--- src/hw/rtl/ppcc_pkg.sv ---
`timescale 1ns / 1ps

package ppcc_pkg;

    localparam int BARCODE_LEN = 4;
    localparam int UMI_LEN     = 8;
    localparam int COUNT_WIDTH = 32;

    localparam int CHAR_W       = 8;
    localparam int OUT_CNT_W    = 32;
    localparam int VOTE_FLOOR_W = 3;
    localparam int PFX_W        = $clog2(UMI_LEN + 2);
    localparam int VOTE_W       = $clog2(BARCODE_LEN + 1);
    localparam int CMP_W        = (VOTE_W > VOTE_FLOOR_W) ? VOTE_W : VOTE_FLOOR_W;
    localparam int NUM_CNT      = 4;

    localparam logic [VOTE_FLOOR_W-1:0] VOTE_FLOOR_RESET = VOTE_FLOOR_W'(3);

    localparam logic [CHAR_W-1:0] CHR_A     = 8'h41;
    localparam logic [CHAR_W-1:0] CHR_G     = 8'h47;
    localparam logic [CHAR_W-1:0] CHR_T     = 8'h54;
    localparam logic [CHAR_W-1:0] CHR_C     = 8'h43;
    localparam logic [CHAR_W-1:0] CHR_N     = 8'h4E;
    localparam logic [CHAR_W-1:0] CHR_SPACE = 8'h20;
    localparam logic [CHAR_W-1:0] CHR_NUL   = 8'h00;

    localparam logic [1:0] CH_UNBOUND = 2'd0;
    localparam logic [1:0] CH_BOUND   = 2'd1;
    localparam logic [1:0] CH_NONE    = 2'd2;

    localparam logic [1:0] KIND_FULL  = 2'd0;
    localparam logic [1:0] KIND_PART  = 2'd1;
    localparam logic [1:0] KIND_NONE  = 2'd2;

    localparam logic [1:0] ERR_OK       = 2'd0;
    localparam logic [1:0] ERR_NO_SPACE = 2'd1;
    localparam logic [1:0] ERR_SHORT    = 2'd2;
    localparam logic [1:0] ERR_BAD_BASE = 2'd3;

    localparam int CNT_UNB_FULL = 0;
    localparam int CNT_UNB_PART = 1;
    localparam int CNT_BND_FULL = 2;
    localparam int CNT_BND_PART = 3;

    typedef struct packed {
        logic [CHAR_W-1:0] character;
        logic              end_of_line;
    } char_item_t;

    typedef struct packed {
        logic [1:0]           channel;
        logic [1:0]           match_kind;
        logic [1:0]           error_code;
        logic [OUT_CNT_W-1:0] unbound_full_count;
        logic [OUT_CNT_W-1:0] unbound_part_count;
        logic [OUT_CNT_W-1:0] bound_full_count;
        logic [OUT_CNT_W-1:0] bound_part_count;
    } result_item_t;

endpackage

--- src/hw/rtl/purine_pyrimidine_channel_classifier.sv ---
`timescale 1ns / 1ps

// Classifies read-identifier lines, one character per transfer on the char channel, by the
// purine/pyrimidine pattern of the barcode that sits UMI_LEN characters before the first
// space. One character is taken every clock cycle while char_ready is high; the line state is
// updated as each character is taken and the four saturating match counters as a line's last
// character is taken; the line's result is registered in the output entry or the skid entry.
// A two-entry output buffer lets the char channel keep running while one result waits on
// the result channel; char_ready drops only when both entries are full. The vote floor may
// be written through the cfg channel at any time the block is idle and is always ready.
module purine_pyrimidine_channel_classifier (
    input  logic                        clk,
    input  logic                        rst_n,
    input  logic                        cfg_valid,
    output logic                        cfg_ready,
    input  logic [ppcc_pkg::VOTE_FLOOR_W-1:0] cfg_data,
    input  logic                        char_valid,
    output logic                        char_ready,
    input  ppcc_pkg::char_item_t        char_data,
    output logic                        result_valid,
    input  logic                        result_ready,
    output ppcc_pkg::result_item_t      result_data
);
    import ppcc_pkg::*;

    logic [VOTE_FLOOR_W-1:0] vote_floor_reg;
    logic [CHAR_W-1:0]      recent_reg [UMI_LEN];
    logic [CHAR_W-1:0]      recent_next [UMI_LEN];
    logic [PFX_W-1:0]       prefix_reg;
    logic [PFX_W-1:0]       prefix_next;
    logic                   space_seen_reg;
    logic                   space_seen_next;
    logic                   line_ended_reg;
    logic                   line_ended_next;
    logic [COUNT_WIDTH-1:0] cnt_reg [NUM_CNT];
    logic [COUNT_WIDTH-1:0] cnt_next [NUM_CNT];

    result_item_t           out_reg;
    result_item_t           out_next;
    logic                   out_valid_reg;
    logic                   out_valid_next;
    result_item_t           skid_reg;
    result_item_t           skid_next;
    logic                   skid_valid_reg;
    logic                   skid_valid_next;

    logic                   take;
    logic                   produce;
    logic                   out_free;
    result_item_t           new_result;
    logic [CHAR_W-1:0]      base;
    logic [VOTE_W-1:0]      unb_votes;
    logic [VOTE_W-1:0]      bnd_votes;
    logic                   bad_base;
    logic [1:0]             err;
    logic [CMP_W-1:0]       unb_cmp;
    logic [CMP_W-1:0]       bnd_cmp;
    logic [CMP_W-1:0]       floor_cmp;

    assign cfg_ready    = 1'b1;
    assign char_ready   = !skid_valid_reg;
    assign take         = char_valid && char_ready;
    assign produce      = take && char_data.end_of_line;
    assign result_valid = out_valid_reg;
    assign result_data  = out_reg;
    assign out_free     = !out_valid_reg || result_ready;

    // Line state as it stands after the current character.
    always_comb
    begin
        recent_next     = recent_reg;
        prefix_next     = prefix_reg;
        space_seen_next = space_seen_reg;
        line_ended_next = line_ended_reg;
        if (!space_seen_reg && !line_ended_reg)
        begin
            if (char_data.character == CHR_NUL)
            begin
                line_ended_next = 1'b1;
            end
            else if (char_data.character == CHR_SPACE)
            begin
                space_seen_next = 1'b1;
            end
            else
            begin
                for (int i = 0; i < UMI_LEN - 1; i++)
                begin
                    recent_next[i] = recent_reg[i+1];
                end
                recent_next[UMI_LEN-1] = char_data.character;
                if (prefix_reg <= PFX_W'(UMI_LEN))
                begin
                    prefix_next = prefix_reg + PFX_W'(1);
                end
            end
        end
    end

    always_comb
    begin
        unb_votes = '0;
        bnd_votes = '0;
        bad_base  = 1'b0;
        base      = CHR_SPACE;
        for (int k = 0; k < BARCODE_LEN; k++)
        begin
            base = (k < UMI_LEN) ? recent_next[k % UMI_LEN] : CHR_SPACE;
            if (base == CHR_A || base == CHR_G)
            begin
                if (k == 0)
                begin
                    bnd_votes = bnd_votes + VOTE_W'(1);
                end
                else
                begin
                    unb_votes = unb_votes + VOTE_W'(1);
                end
            end
            else if (base == CHR_T || base == CHR_C)
            begin
                if (k == 0)
                begin
                    unb_votes = unb_votes + VOTE_W'(1);
                end
                else
                begin
                    bnd_votes = bnd_votes + VOTE_W'(1);
                end
            end
            else if (base != CHR_N)
            begin
                bad_base = 1'b1;
            end
        end
    end

    assign unb_cmp   = CMP_W'(unb_votes);
    assign bnd_cmp   = CMP_W'(bnd_votes);
    assign floor_cmp = CMP_W'(vote_floor_reg);

    always_comb
    begin
        priority if (!space_seen_next)
        begin
            err = ERR_NO_SPACE;
        end
        else if (prefix_next <= PFX_W'(UMI_LEN))
        begin
            err = ERR_SHORT;
        end
        else if (bad_base)
        begin
            err = ERR_BAD_BASE;
        end
        else
        begin
            err = ERR_OK;
        end
    end

    always_comb
    begin
        cnt_next              = cnt_reg;
        new_result            = '0;
        new_result.channel    = CH_NONE;
        new_result.match_kind = KIND_NONE;
        new_result.error_code = err;
        if (err == ERR_OK)
        begin
            priority if (unb_cmp >= floor_cmp)
            begin
                new_result.channel = CH_UNBOUND;
                if (unb_votes == VOTE_W'(BARCODE_LEN))
                begin
                    new_result.match_kind = KIND_FULL;
                    if (cnt_reg[CNT_UNB_FULL] != '1)
                    begin
                        cnt_next[CNT_UNB_FULL] = cnt_reg[CNT_UNB_FULL] + COUNT_WIDTH'(1);
                    end
                end
                else
                begin
                    new_result.match_kind = KIND_PART;
                    if (cnt_reg[CNT_UNB_PART] != '1)
                    begin
                        cnt_next[CNT_UNB_PART] = cnt_reg[CNT_UNB_PART] + COUNT_WIDTH'(1);
                    end
                end
            end
            else if (bnd_cmp >= floor_cmp)
            begin
                new_result.channel = CH_BOUND;
                if (bnd_votes == VOTE_W'(BARCODE_LEN))
                begin
                    new_result.match_kind = KIND_FULL;
                    if (cnt_reg[CNT_BND_FULL] != '1)
                    begin
                        cnt_next[CNT_BND_FULL] = cnt_reg[CNT_BND_FULL] + COUNT_WIDTH'(1);
                    end
                end
                else
                begin
                    new_result.match_kind = KIND_PART;
                    if (cnt_reg[CNT_BND_PART] != '1)
                    begin
                        cnt_next[CNT_BND_PART] = cnt_reg[CNT_BND_PART] + COUNT_WIDTH'(1);
                    end
                end
            end
            else
            begin
                new_result.channel = CH_NONE;
            end
        end
        new_result.unbound_full_count = OUT_CNT_W'(cnt_next[CNT_UNB_FULL]);
        new_result.unbound_part_count = OUT_CNT_W'(cnt_next[CNT_UNB_PART]);
        new_result.bound_full_count   = OUT_CNT_W'(cnt_next[CNT_BND_FULL]);
        new_result.bound_part_count   = OUT_CNT_W'(cnt_next[CNT_BND_PART]);
    end

    // The skid entry always holds the younger of the two buffered results.
    always_comb
    begin
        out_next        = out_reg;
        out_valid_next  = out_valid_reg;
        skid_next       = skid_reg;
        skid_valid_next = skid_valid_reg;
        if (out_free)
        begin
            if (skid_valid_reg)
            begin
                out_next        = skid_reg;
                out_valid_next  = 1'b1;
                skid_next       = new_result;
                skid_valid_next = produce;
            end
            else
            begin
                out_next       = new_result;
                out_valid_next = produce;
            end
        end
        else if (produce)
        begin
            skid_next       = new_result;
            skid_valid_next = 1'b1;
        end
    end

    always_ff @(posedge clk or negedge rst_n)
    begin
        if (!rst_n)
        begin
            vote_floor_reg <= VOTE_FLOOR_RESET;
            prefix_reg     <= '0;
            space_seen_reg <= 1'b0;
            line_ended_reg <= 1'b0;
            out_valid_reg  <= 1'b0;
            skid_valid_reg <= 1'b0;
            for (int i = 0; i < NUM_CNT; i++)
            begin
                cnt_reg[i] <= '0;
            end
        end
        else
        begin
            if (cfg_valid && cfg_ready)
            begin
                vote_floor_reg <= cfg_data;
            end
            if (take)
            begin
                if (char_data.end_of_line)
                begin
                    prefix_reg     <= '0;
                    space_seen_reg <= 1'b0;
                    line_ended_reg <= 1'b0;
                    cnt_reg        <= cnt_next;
                end
                else
                begin
                    prefix_reg     <= prefix_next;
                    space_seen_reg <= space_seen_next;
                    line_ended_reg <= line_ended_next;
                end
            end
            out_valid_reg  <= out_valid_next;
            skid_valid_reg <= skid_valid_next;
        end
    end

    // Characters kept before a space are only read once the prefix has filled them all.
    always_ff @(posedge clk)
    begin
        if (take)
        begin
            recent_reg <= recent_next;
        end
        out_reg  <= out_next;
        skid_reg <= skid_next;
    end

    assert property (@(posedge clk) disable iff (!rst_n)
        skid_valid_reg |-> out_valid_reg)
        else $error("Skid entry is full while the output entry is empty.");

    assert property (@(posedge clk) disable iff (!rst_n)
        result_valid && result_data.error_code != ERR_OK |->
            result_data.channel == CH_NONE && result_data.match_kind == KIND_NONE)
        else $error("A line with an error reports a channel or a match.");

    assert property (@(posedge clk) disable iff (!rst_n)
        take && !char_data.end_of_line |=>
            $stable(cnt_reg[CNT_UNB_FULL]) && $stable(cnt_reg[CNT_UNB_PART]) &&
            $stable(cnt_reg[CNT_BND_FULL]) && $stable(cnt_reg[CNT_BND_PART]))
        else $error("A match counter changed inside a line.");

endmodule

--- config.mk ---
export PLATFORM = sky130hd
export DESIGN_NAME = purine_pyrimidine_channel_classifier
export DESIGN_NICKNAME = d
export VERILOG_FILES = /design/src/hw/rtl/ppcc_pkg.sv /design/src/hw/rtl/purine_pyrimidine_channel_classifier.sv
export SDC_FILE = /design/constraint.sdc
export NUM_CORES = 1
export LEC_CHECK = 0
export ABC_CLOCK_PERIOD_IN_PS = 19980
export BUFFER_PORTS_ARGS = -buffer_cell sky130_fd_sc_hd__buf_2
export CORE_UTILIZATION = 25
export CTS_CLUSTER_DIAMETER = 50
export DETAILED_ROUTE_END_ITERATION = 8
export HOLD_SLACK_MARGIN = 0.06
export PLACE_DENSITY = 0.47
export SYNTH_ARGS = -nofsm -noshare
export SYNTH_HDL_FRONTEND = slang
export SYNTH_SLANG_ARGS = --single-unit
--- constraint.sdc ---
create_clock -name clk -period 19.98 [get_ports clk]
set_input_delay 3.996 -clock clk [delete_from_list [all_inputs] [get_ports clk]]
set_output_delay 3.996 -clock clk [all_outputs]
set_load 0.02 [all_outputs]
==> flow_summary.toml, run 1 <==
[outcome]
status = "finished with violations"
violations = "design-rule violations"

[floorplanning]
die_h_um = 301
dieArea_um2 = 90800
start_util = 0.253
fp.coreArea_um2 = 88500
num_rows = 109
io_pins = 154
die_w_um = 301

[worst_setup_path]
cp_num_cells = 24
cp_top_family = "simple AND/OR/NAND/NOR gates"
cp_max_fo = 57
cpPeakStageDelay_ns = 0.78
worstPathRequired_ns = 20.44
cp.arrival_ns = 10.95
crit_type = "in -> reg"
cp_slowest_cell = "or4_1"
crit_start = "char_data[3]"
cp-end-kind = "flop"
cp.buffers_inverters = 4
reg2regPathDepth = 23
crit_path_start_kind = "input pin"
cp_common_cell = "ha_1"
r2r_start = "space_seen_reg"
worstPathCellList = "buf_2, nor4_2, a21o_1, buf_4, nor3_1, a41oi_1, o221ai_1, nor2b_1, ha_1, o211ai_2, inv_1, ha_1, mux2_2, ha_1, mux2_2, ha_1, a21o_1, a21oi_1, nor2_1, o2111ai_2, clkinv_1, nand3_1, or4_1, a31oi_1"

[timing]
hold_viol_final = 0
worst_slew_pin_slew_ns = 1.12
report.final.slew_viol_count = 0
fin_crit_ns = 10.49
fin_setup_tns_ns = 0
rsz0062_at_grt = "no"
min_period_over_period = 0.525
worst_clock_skew_ns = 0.0310
setup_viol = 0
max-slew-margin-rel = 0.245
fin_ws_ns = 9.49
clock.fmax_ghz = 0.0953

[global_route]
grt_overflow = 0
grt_pass1_wl_um = 88500
grt_pass1_vias = 14800
grt_max_degree = 85
antenna_found_initial = 2
track_usage = 0.126

[route]
met3_length_um = 2460
vias_per_cell = 4.57
wl_met2_um = 25300
drt-initial-drc-count = 968
first_pass_iters = 8
wl_um = 57200
routedWlPerCell_um = 17.8
top_layer = "met4"
vias = 14700
drc = 33
wl_met1_um = 28000
ant_nets = 0

[layout]
multi_input_area_um2 = 8550
drive_above_1_share = 0.225
fill_cells = 8914
layout.cells.non_filler = 3211
diodes = 0
area_growth_pct = 19.4
final-seq-area_um2 = 13400
stdcell_area_um2 = 26700
final_nets = 2022

[clock_tree]
cts_tree = "yes"
cts_buffers = 71
cts_root_buf = "clkbuf_16"
clock_latency_ns = 0.61
postCtsSetupRepairBufs = 0
cts_buffer_depth = 3
ctsResizeCount = 0
clock-sinks = 469
path_clk_slew_ns = 0.05
ctsHoldBuffers = 0
h-tree-depth = 3

[logic_synthesis]
ys_warn_count = 0
yosysMostFrequentCell = "edfxtp_1"
syn-instance-count = 1827
avgSynthCellArea_um2 = 12.3
synthTopCellsByArea = "edfxtp_1 44%, dfrtp_1 15%, mux2_2 6.1%, xnor2_1 4.8%, xor2_1 4.7%"
synth.cell_area_um2 = 22400
synth_cell_types = 91
ys_seq_area_frac = 0.598
yosys.area.top_type = "edfxtp_1"
synth-seq-cells = 469
synth_ff_type = "edfxtp_1"
synth.top_cell.area_share = 0.443
synth_common_cells = "330 x edfxtp_1, 217 x nand2_1, 137 x dfrtp_1"
synth_edf_count = 330
syn_nets = 1862
synth_async_sr_flop_share = 0.296

[placed_design]
place_ws_ns = 8.82
io_buffers = 152
dp_hpwl_um = 37800
placed_cells = 3079
gp_congestion = 0.828
dpl_cell_area_um2 = 24400

[power_and_ir_drop]
finalPower_uw = 2510
cellPowerDensity_nw_per_um2 = 93.8
peakVddDrop_uv = 53.9
p_leak_uw = 0.0108

[hold_path]
holdPathStages = 0
hold_class = "reg -> reg"
worstHoldStart = "recent_reg[3]"

[job]
cap_violations = 0
layout by cell type, fill, tap and decap left out, types with 7 or more instances in the layout:
cell       count
edfxtp_1     330
nand2_1      216
buf_2        151
dfrtp_1      137
xnor2_1      123
mux2_2       122
xor2_1       120
nor2_1       100
nand3_1       79
clkbuf_16     72
nor3_1        66
nand4_1       42
and3_1        36
o21ai_0       28
inv_1         28
nand2b_1      25
or3_1         21
nor4_1        18
ha_1          18
buf_4         18
or4_1         17
a21oi_1       16
a31oi_1       14
nor2b_1       12
and2_1        12
inv_6         11
clkbuf_1      11
clkinv_2       9
clkinv_4       9
nor4bb_1       8
or2_2          8
nor3_2         8
nor4b_1        7
and4_1         7
o31a_1         7
clkinv_1       7
per-layer routing:
| layer | GRT usage | up-vias |
|---|---|---|
| met3 | 0.0230 | 101 |
| li1 | - | 6969 |
| met5 | 0 | - |
| met1 | 0.180 | 7285 |
| met4 | 0.0425 | 0 |
| met2 | 0.190 | 332 |
where the power goes:
group / total, uW / internal [uW] / switching, uW / leakage, uW
clock: 1220 / 731 / 489 / 0.00114
combinational: 155 / 45.4 / 110 / 0.00456
sequential: 1130 / 1110 / 29.0 / 0.00508
total: 2510 / 1880 / 627 / 0.0108
kinds of logic (layout without fill, tap and decap cells):
family | Yosys count | in the layout | synth area share
muxes | 128 | 128 | 0.0642
xor gates and xnor gates | 245 | 245 | 0.0965
DFF | 469 | 469 | 0.598
buffers and inverters | 113 | 332 | 0.0215
AOI/OAI and AO/OA | 127 | 127 | 0.0399
adders and majority gates | 18 | 18 | 0.0101
other | 1 | 1 | 0.000167
and+or+nand+nor | 726 | 726 | 0.170
stage by stage:
| step | utilization | hold slack (ns) |
|---|---|---|
| final | 0.302 | 0.414 |
| after floorplan | - | 0.400 |
| after global routing | 0.302 | 0.420 |
| after CTS | 0.302 | 0.412 |
| after detailed placement | 0.276 | 0.405 |
| after global placement | 0.276 | 0.404 |
worst reg2reg max path, stage by stage, from the launching register on:
cell	delay, ns
dfrtp_1	0.41
or2_1	0.29
a21o_1	0.17
buf_4	0.29
nor3_1	0.28
a41oi_1	0.07
o221ai_1	0.19
nor2b_1	0.18
ha_1	0.25
o211ai_2	0.29
inv_1	0.08
ha_1	0.31
mux2_2	0.29
ha_1	0.33
mux2_2	0.29
ha_1	0.28
a21o_1	0.11
a21oi_1	0.11
nor2_1	0.26
o2111ai_2	0.37
clkinv_1	0.28
nand3_1	0.74
or4_1	0.78
a31oi_1	0.18
final timing paths:
path	end	slack (ns)
max reg2reg	result_data[47]	13.01
max in group asynchronous	cnt_reg[18]	15.11
min	recent_reg[11]	0.41
min in group asynchronous	cnt_reg[54]	3.49
min reg2reg	recent_reg[11]	0.41
max	result_data[47]	9.49
final cells by class:
| type | count | share of cell area |
|---|---|---|
| Sequential cell | 469 | 0.501 |
| Multi-Input combinational cell | 1245 | 0.320 |
| Clock buffer | 87 | 0.0710 |
| Tap cell | 1165 | 0.0545 |
| Timing Repair Buffer | 170 | 0.0337 |
| Clock inverter | 45 | 0.0163 |
| Inverter | 30 | 0.00440 |
(Power assumes the default switching activity.)
==> run 2: changes to the inputs <==
Settings changed: ABC_CLOCK_PERIOD_IN_PS 19980 to 8960, PLACE_DENSITY 0.47 to 0.48.
Clock period 19.98 ns to 8.96 ns, I/O delays scaled along.
==> run 2 against run 1 <==
  * The run still ends with design-rule violations left
  * Count of clock-buffer cells in the layout up 1
  * Via count increased by 0.30%
  * Design area increased by 1.2%
  * Final cell count rose by 0.34%
  * Clock skew decreased by 0.0040 ns
  * Worst setup slack lost 8.2 ns
  * Sequential share of layout area fell by 0.62 points
  * Register-to-register slack worse by 11 ns
  * Global-route usage is 0.091 points higher
  * Critical endpoint is now result_data[32]
==> flow_summary.toml, run 2 (synthesized netlist as in run 1, its figures left out) <==
[outcome]
status = "finished with violations"
violations = "design-rule violations"

[placed_design]
dp_hpwl_um = 38400
place_ws_ns = 0.644
placed_cells = 3087
io_buffers = 152
gp_congestion = 0.837

[timing]
clock.fmax_ghz = 0.131
setup_viol = 0
fin_setup_tns_ns = 0
rsz0062_at_grt = "no"
report.final.slew_viol_count = 0
fin_crit_ns = 7.66
fin_ws_ns = 1.30
holdWs_ns = 0.416
min_period_over_period = 0.855
max-slew-margin-rel = 0.360
hold_viol_final = 0
worst_clock_skew_ns = 0.0270
worst_slew_pin_slew_ns = 0.960

[power_and_ir_drop]
p_clk_frac = 0.508
p_seq_frac = 0.432
p_switching_uw = 1360
peakVddDrop_uv = 118
comb_power_share = 0.059
swShare = 0.233
p_int_uw = 4490
cellPowerDensity_nw_per_um2 = 216
p_leak_uw = 0.0109

[floorplanning]
die_w_um = 301
dieArea_um2 = 90800
die_h_um = 301
io_pins = 154
num_rows = 109
start_util = 0.253
fp.coreArea_um2 = 88500

[global_route]
grt_pass1_vias = 15100
grt_pass1_wl_um = 89200
track_usage = 0.127
antenna_found_initial = 3
grt_overflow = 0
grt_max_degree = 73

[route]
first_pass_iters = 7
vias = 14700
routedWlPerCell_um = 17.7
ant_nets = 0
drt-initial-drc-count = 1003
wl_um = 57100
vias_per_cell = 4.57
drc = 58

[worst_setup_path]
cp_max_fo = 16
cp_slowest_cell = "nor4_2"
cp_common_cell = "ha_1"
cp.arrival_ns = 8.00
worstPathRequired_ns = 9.30
crit_type = "in -> reg"
cp.buffers_inverters = 4
crit_path_start_kind = "input pin"
cp-end-kind = "flop"
cpPeakStageDelay_ns = 0.61
cp_top_family = "compound AO/OA/AOI/OAI gates"
worstPathCellList = "buf_2, nor4_2, a21o_1, nor3_1, a41oi_1, o221ai_1, nor2b_1, ha_1, o211ai_2, inv_1, ha_1, mux2_2, ha_1, mux2_2, ha_1, a21o_1, a21oi_1, nor2_1, o2111ai_2, clkinv_1, nand3_1, buf_4, xnor2_1, mux2_2"

[clock_tree]
ctsResizeCount = 0
h-tree-depth = 3
cts_tree = "yes"
clock_latency_ns = 0.60
cts_buffer_depth = 3
ctsHoldBuffers = 0
clock-sinks = 469
cts_buffers = 73
cts_root_buf = "clkbuf_16"
postCtsSetupRepairBufs = 0
path_clk_slew_ns = 0.06

[job]
cap_violations = 0

[layout]
area_growth_pct = 20.9
final_nets = 2032
final_cell_mix = "330 x edfxtp_1, 216 x nand2_1, 151 x buf_2, 137 x dfrtp_1, 123 x xnor2_1"
post-route-util = 0.306
drive_above_1_share = 0.232
layout.cells.non_filler = 3222
fill_cells = 8972
layout_commonest_cell = "edfxtp_1"

[hold_path]
hold_class = "reg -> reg"
## run 2: cell types whose count changed in the layout (fill, tap and decap cells not counted), sizes merged
cell	delta
diode	+1
inv	-5
bufinv	+6
clkinvlp	+5
buf	+8
clkinv	-5
clkbuf	+1
## run 2: area by class of cell
type                       instances  area, um2  share of cell area
timing repair buffer             178        962              0.0355
clock buffer                      88       2070              0.0765
sequential                       469      13400               0.494
multi-input combinational       1245       8550               0.316
clock inverter                    46        527              0.0195
inverter                          30        118             0.00434
antenna                            1       2.50           0.0000924
tap                             1165       1460              0.0538
## run 2: worst reg2reg max path, stage by stage (launching register included)
cell,delay [ns]
dfrtp_1,0.42
or2_1,0.29
a21oi_2,0.70
nand2_1,0.12
nand2_1,0.11
o221ai_1,0.10
nor2b_1,0.16
ha_1,0.29
o211ai_2,0.30
inv_1,0.08
ha_1,0.30
mux2_2,0.29
ha_1,0.33
mux2_2,0.28
ha_1,0.27
a21o_1,0.15
a21oi_1,0.29
nor2_1,0.14
o2111ai_2,0.29
clkinv_1,0.43
nand3_1,0.42
buf_4,0.31
xnor2_1,0.10
mux2_2,0.26
## run 2: worst paths after layout
path / startpoint / endpoint / slack [ns] / depth (start not counted)
hold reg to reg: recent_reg[3] / recent_reg[11] / 0.42 / 0
setup / recovery: char_data[3] / result_data[32] / 1.30 / 24
max in group asynchronous: rst_n / cnt_reg[1] / 6.26 / 2
min in group asynchronous: rst_n / cnt_reg[56] / 1.22 / 1
hold / removal: recent_reg[3] / recent_reg[11] / 0.42 / 0
setup reg to reg: space_seen_reg / result_data[32] / 2.27 / 23
## run 2: per-layer routing
layer / routed length [um] / global-route usage
met5: 0 / 0
met3: 2850 / 0.0281
met4: 1240 / 0.0407
met2: 25700 / 0.196
met1: 27300 / 0.175
## run 2: metrics by stage
stage / power [uW] / instance area (um2)
after floorplan: 2760 / 22400
after global placement: 2920 / 24500
after detailed placement: 2930 / 24500
after CTS: 5960 / 27100
after global routing: 6080 / 27100
final: 5850 / 27100
## run 2: power by group through the flow
stage	logic (uW)	clock network [uW]	registers [uW]
floorplan	136	0	2630
finish	347	2980	2530
global placement	352	0	2570
detailed placement	357	0	2570
global route	380	3150	2540
CTS	359	3070	2530
==> run 3: changes to the inputs <==
Settings changed: ABC_CLOCK_PERIOD_IN_PS 8960 to 8800, PLACE_DENSITY 0.48 to 0.47.
Clock period 8.96 ns to 8.8 ns, I/O delays scaled along.
==> run 3 against run 2 <==
  * The run still ends with design-rule violations left
  * Core utilization down 0.33 points
  * Sequential share of layout area up 0.54 points
  * Clock skew up 0.0017 ns
  * Final cell count down 0.28%
  * Power down 3.1%
  * Routed wire length up 0.24%
  * Die area unchanged
  * Flip-flop and latch count unchanged
  * Critical path depth unchanged
  * Largest cell class unchanged
  * Sequential power up 2%
  * First-iteration DRC count up 2.9%
  * Design area down 1.1%
==> flow_summary.toml, run 3 (synthesized netlist as in run 1, its figures left out) <==
[floorplanning]
die_w_um = 301
start_util = 0.253
die_h_um = 301
num_rows = 109
dieArea_um2 = 90800
io_pins = 154
fp.coreArea_um2 = 88500

[worst_setup_path]
cp_slowest_cell = "or3_1"
cp_max_fo = 21
rr_endpoint = "result_data[29]"
cp_top_family = "simple AND/OR/NAND/NOR gates"
cp_common_cell = "ha_1"
cp.buffers_inverters = 4
worstPathCellList = "buf_2, nor3_1, a21o_1, buf_4, nand3_1, o221ai_1, nor2b_1, ha_1, o211ai_2, inv_1, ha_1, mux2_2, ha_1, mux2_2, ha_1, a21o_1, a21oi_1, a211oi_1, buf_4, nand4_1, or3_1, or3_1, xnor2_1, mux2_2"
crit_type = "in -> reg"
r2r_slack_ns = 2.48
r2r_start = "recent_reg[55]"
reg2regPathDepth = 21
crit_path_start_kind = "input pin"
cp-end-kind = "flop"
worstPathRequired_ns = 9.14
cp.arrival_ns = 7.85
cpPeakStageDelay_ns = 0.63

[clock_tree]
ctsResizeCount = 0
clock_latency_ns = 0.60
postCtsSetupRepairBufs = 0
path_clk_slew_ns = 0.05
cts_buffers = 68
cts_root_buf = "clkbuf_16"
h-tree-depth = 3
ctsHoldBuffers = 0
cts_tree = "yes"
clock-sinks = 469
cts_buffer_depth = 3

[placed_design]
place_ws_ns = 0.643
dp_hpwl_um = 38600
dpl_cell_area_um2 = 24500
gp_congestion = 0.821
io_buffers = 152

[route]
wl_um = 57200
vias_per_cell = 4.55
ant_nets = 0
drc = 48
drt-initial-drc-count = 1032
first_pass_iters = 7
vias = 14600
routedWlPerCell_um = 17.8

[layout]
final_cell_mix = "330 x edfxtp_1, 216 x nand2_1, 151 x buf_2, 137 x dfrtp_1, 123 x xnor2_1"
final_nets = 2028
area_growth_pct = 19.6
stdcell_area_um2 = 26800
layout_commonest_cell = "edfxtp_1"
drive_above_1_share = 0.225

[power_and_ir_drop]
peakVddDrop_uv = 118
p_leak_uw = 0.0108
cellPowerDensity_nw_per_um2 = 212

[hold_path]
holdPathStages = 0
worstHoldStart = "recent_reg[14]"
hold_class = "reg -> reg"
hold_end = "recent_reg[22]"

[global_route]
grt_max_degree = 82
grt_pass1_wl_um = 89000
antenna_found_initial = 3
grt_overflow = 0
grt_pass1_vias = 14900
track_usage = 0.127

[timing]
rsz0062_at_grt = "no"
report.final.slew_viol_count = 0
worst_slew_pin_slew_ns = 1.04
setup_viol = 0
fin_ws_ns = 1.29
min_period_over_period = 0.853
max-slew-margin-rel = 0.297
clock.fmax_ghz = 0.133
fin_crit_ns = 7.51
worst_clock_skew_ns = 0.0288
holdWs_ns = 0.417
fin_setup_tns_ns = 0
hold_viol_final = 0

[outcome]
status = "finished with violations"
violations = "design-rule violations"

[job]
cap_violations = 0
run 3: changes by cell type in the layout (fill, tap and decap cells not counted), moves of 2 or more:
cell and delta:
bufinv_16 -4, clkbuf_1 +7, clkbuf_16 -8, clkbuf_8 -2, clkinv_2 -5, clkinv_4 -2, inv_6 -2, inv_8 +2
run 3: cell type report:
| type | count | area (um2) |
|---|---|---|
| Clock inverter | 39 | 417 |
| Timing Repair Buffer | 179 | 982 |
| Antenna cell | 1 | 2.50 |
| Clock buffer | 85 | 1870 |
| Sequential cell | 469 | 13400 |
| Multi-Input combinational cell | 1245 | 8550 |
| Tap cell | 1165 | 1460 |
| Fill cell | 8932 | 61700 |
| Inverter | 30 | 118 |
run 3: per-layer routing:
| layer | vias to the layer above | global-route usage | part of all wire |
|---|---|---|---|
| li1 | 7001 | - | - |
| met1 | 7174 | 0.180 | 0.48 |
| met2 | 332 | 0.194 | 0.45 |
| met3 | 97 | 0.0239 | 0.047 |
| met4 | 0 | 0.0387 | 0.023 |
| met5 | - | 0 | 0 |
run 3: report_power, final:
part | leakage, uW | internal [uW] | total (uW) | switching (uW)
logic | 0.00460 | 105 | 352 | 247
clock network | 0.00109 | 1680 | 2740 | 1060
registers | 0.00508 | 2510 | 2580 | 66.8
run 3: per-stage QoR:
step | std cells | power [uW] | util
2_1_floorplan | 1827 | 2810 | -
3_3_place_gp | 3088 | 2980 | 0.277
3_5_place_dp | 3088 | 2980 | 0.277
4_1_cts | 3212 | 5780 | 0.303
5_1_grt | 3212 | 5890 | 0.303
6_report | 3213 | 5670 | 0.303
run 3: worst max-delay path by stage:
stage	start	end	slack [ns]	cells after the start
after global placement	char_data[2]	skid_reg[63]	0.80	23
after CTS	char_data[2]	skid_reg[63]	1.25	23
after detailed placement	char_data[2]	result_data[41]	0.64	23
after floorplan	char_data[3]	result_data[20]	1.16	26
after global routing	char_data[2]	result_data[41]	0.85	23
final	char_data[2]	result_data[29]	1.29	24
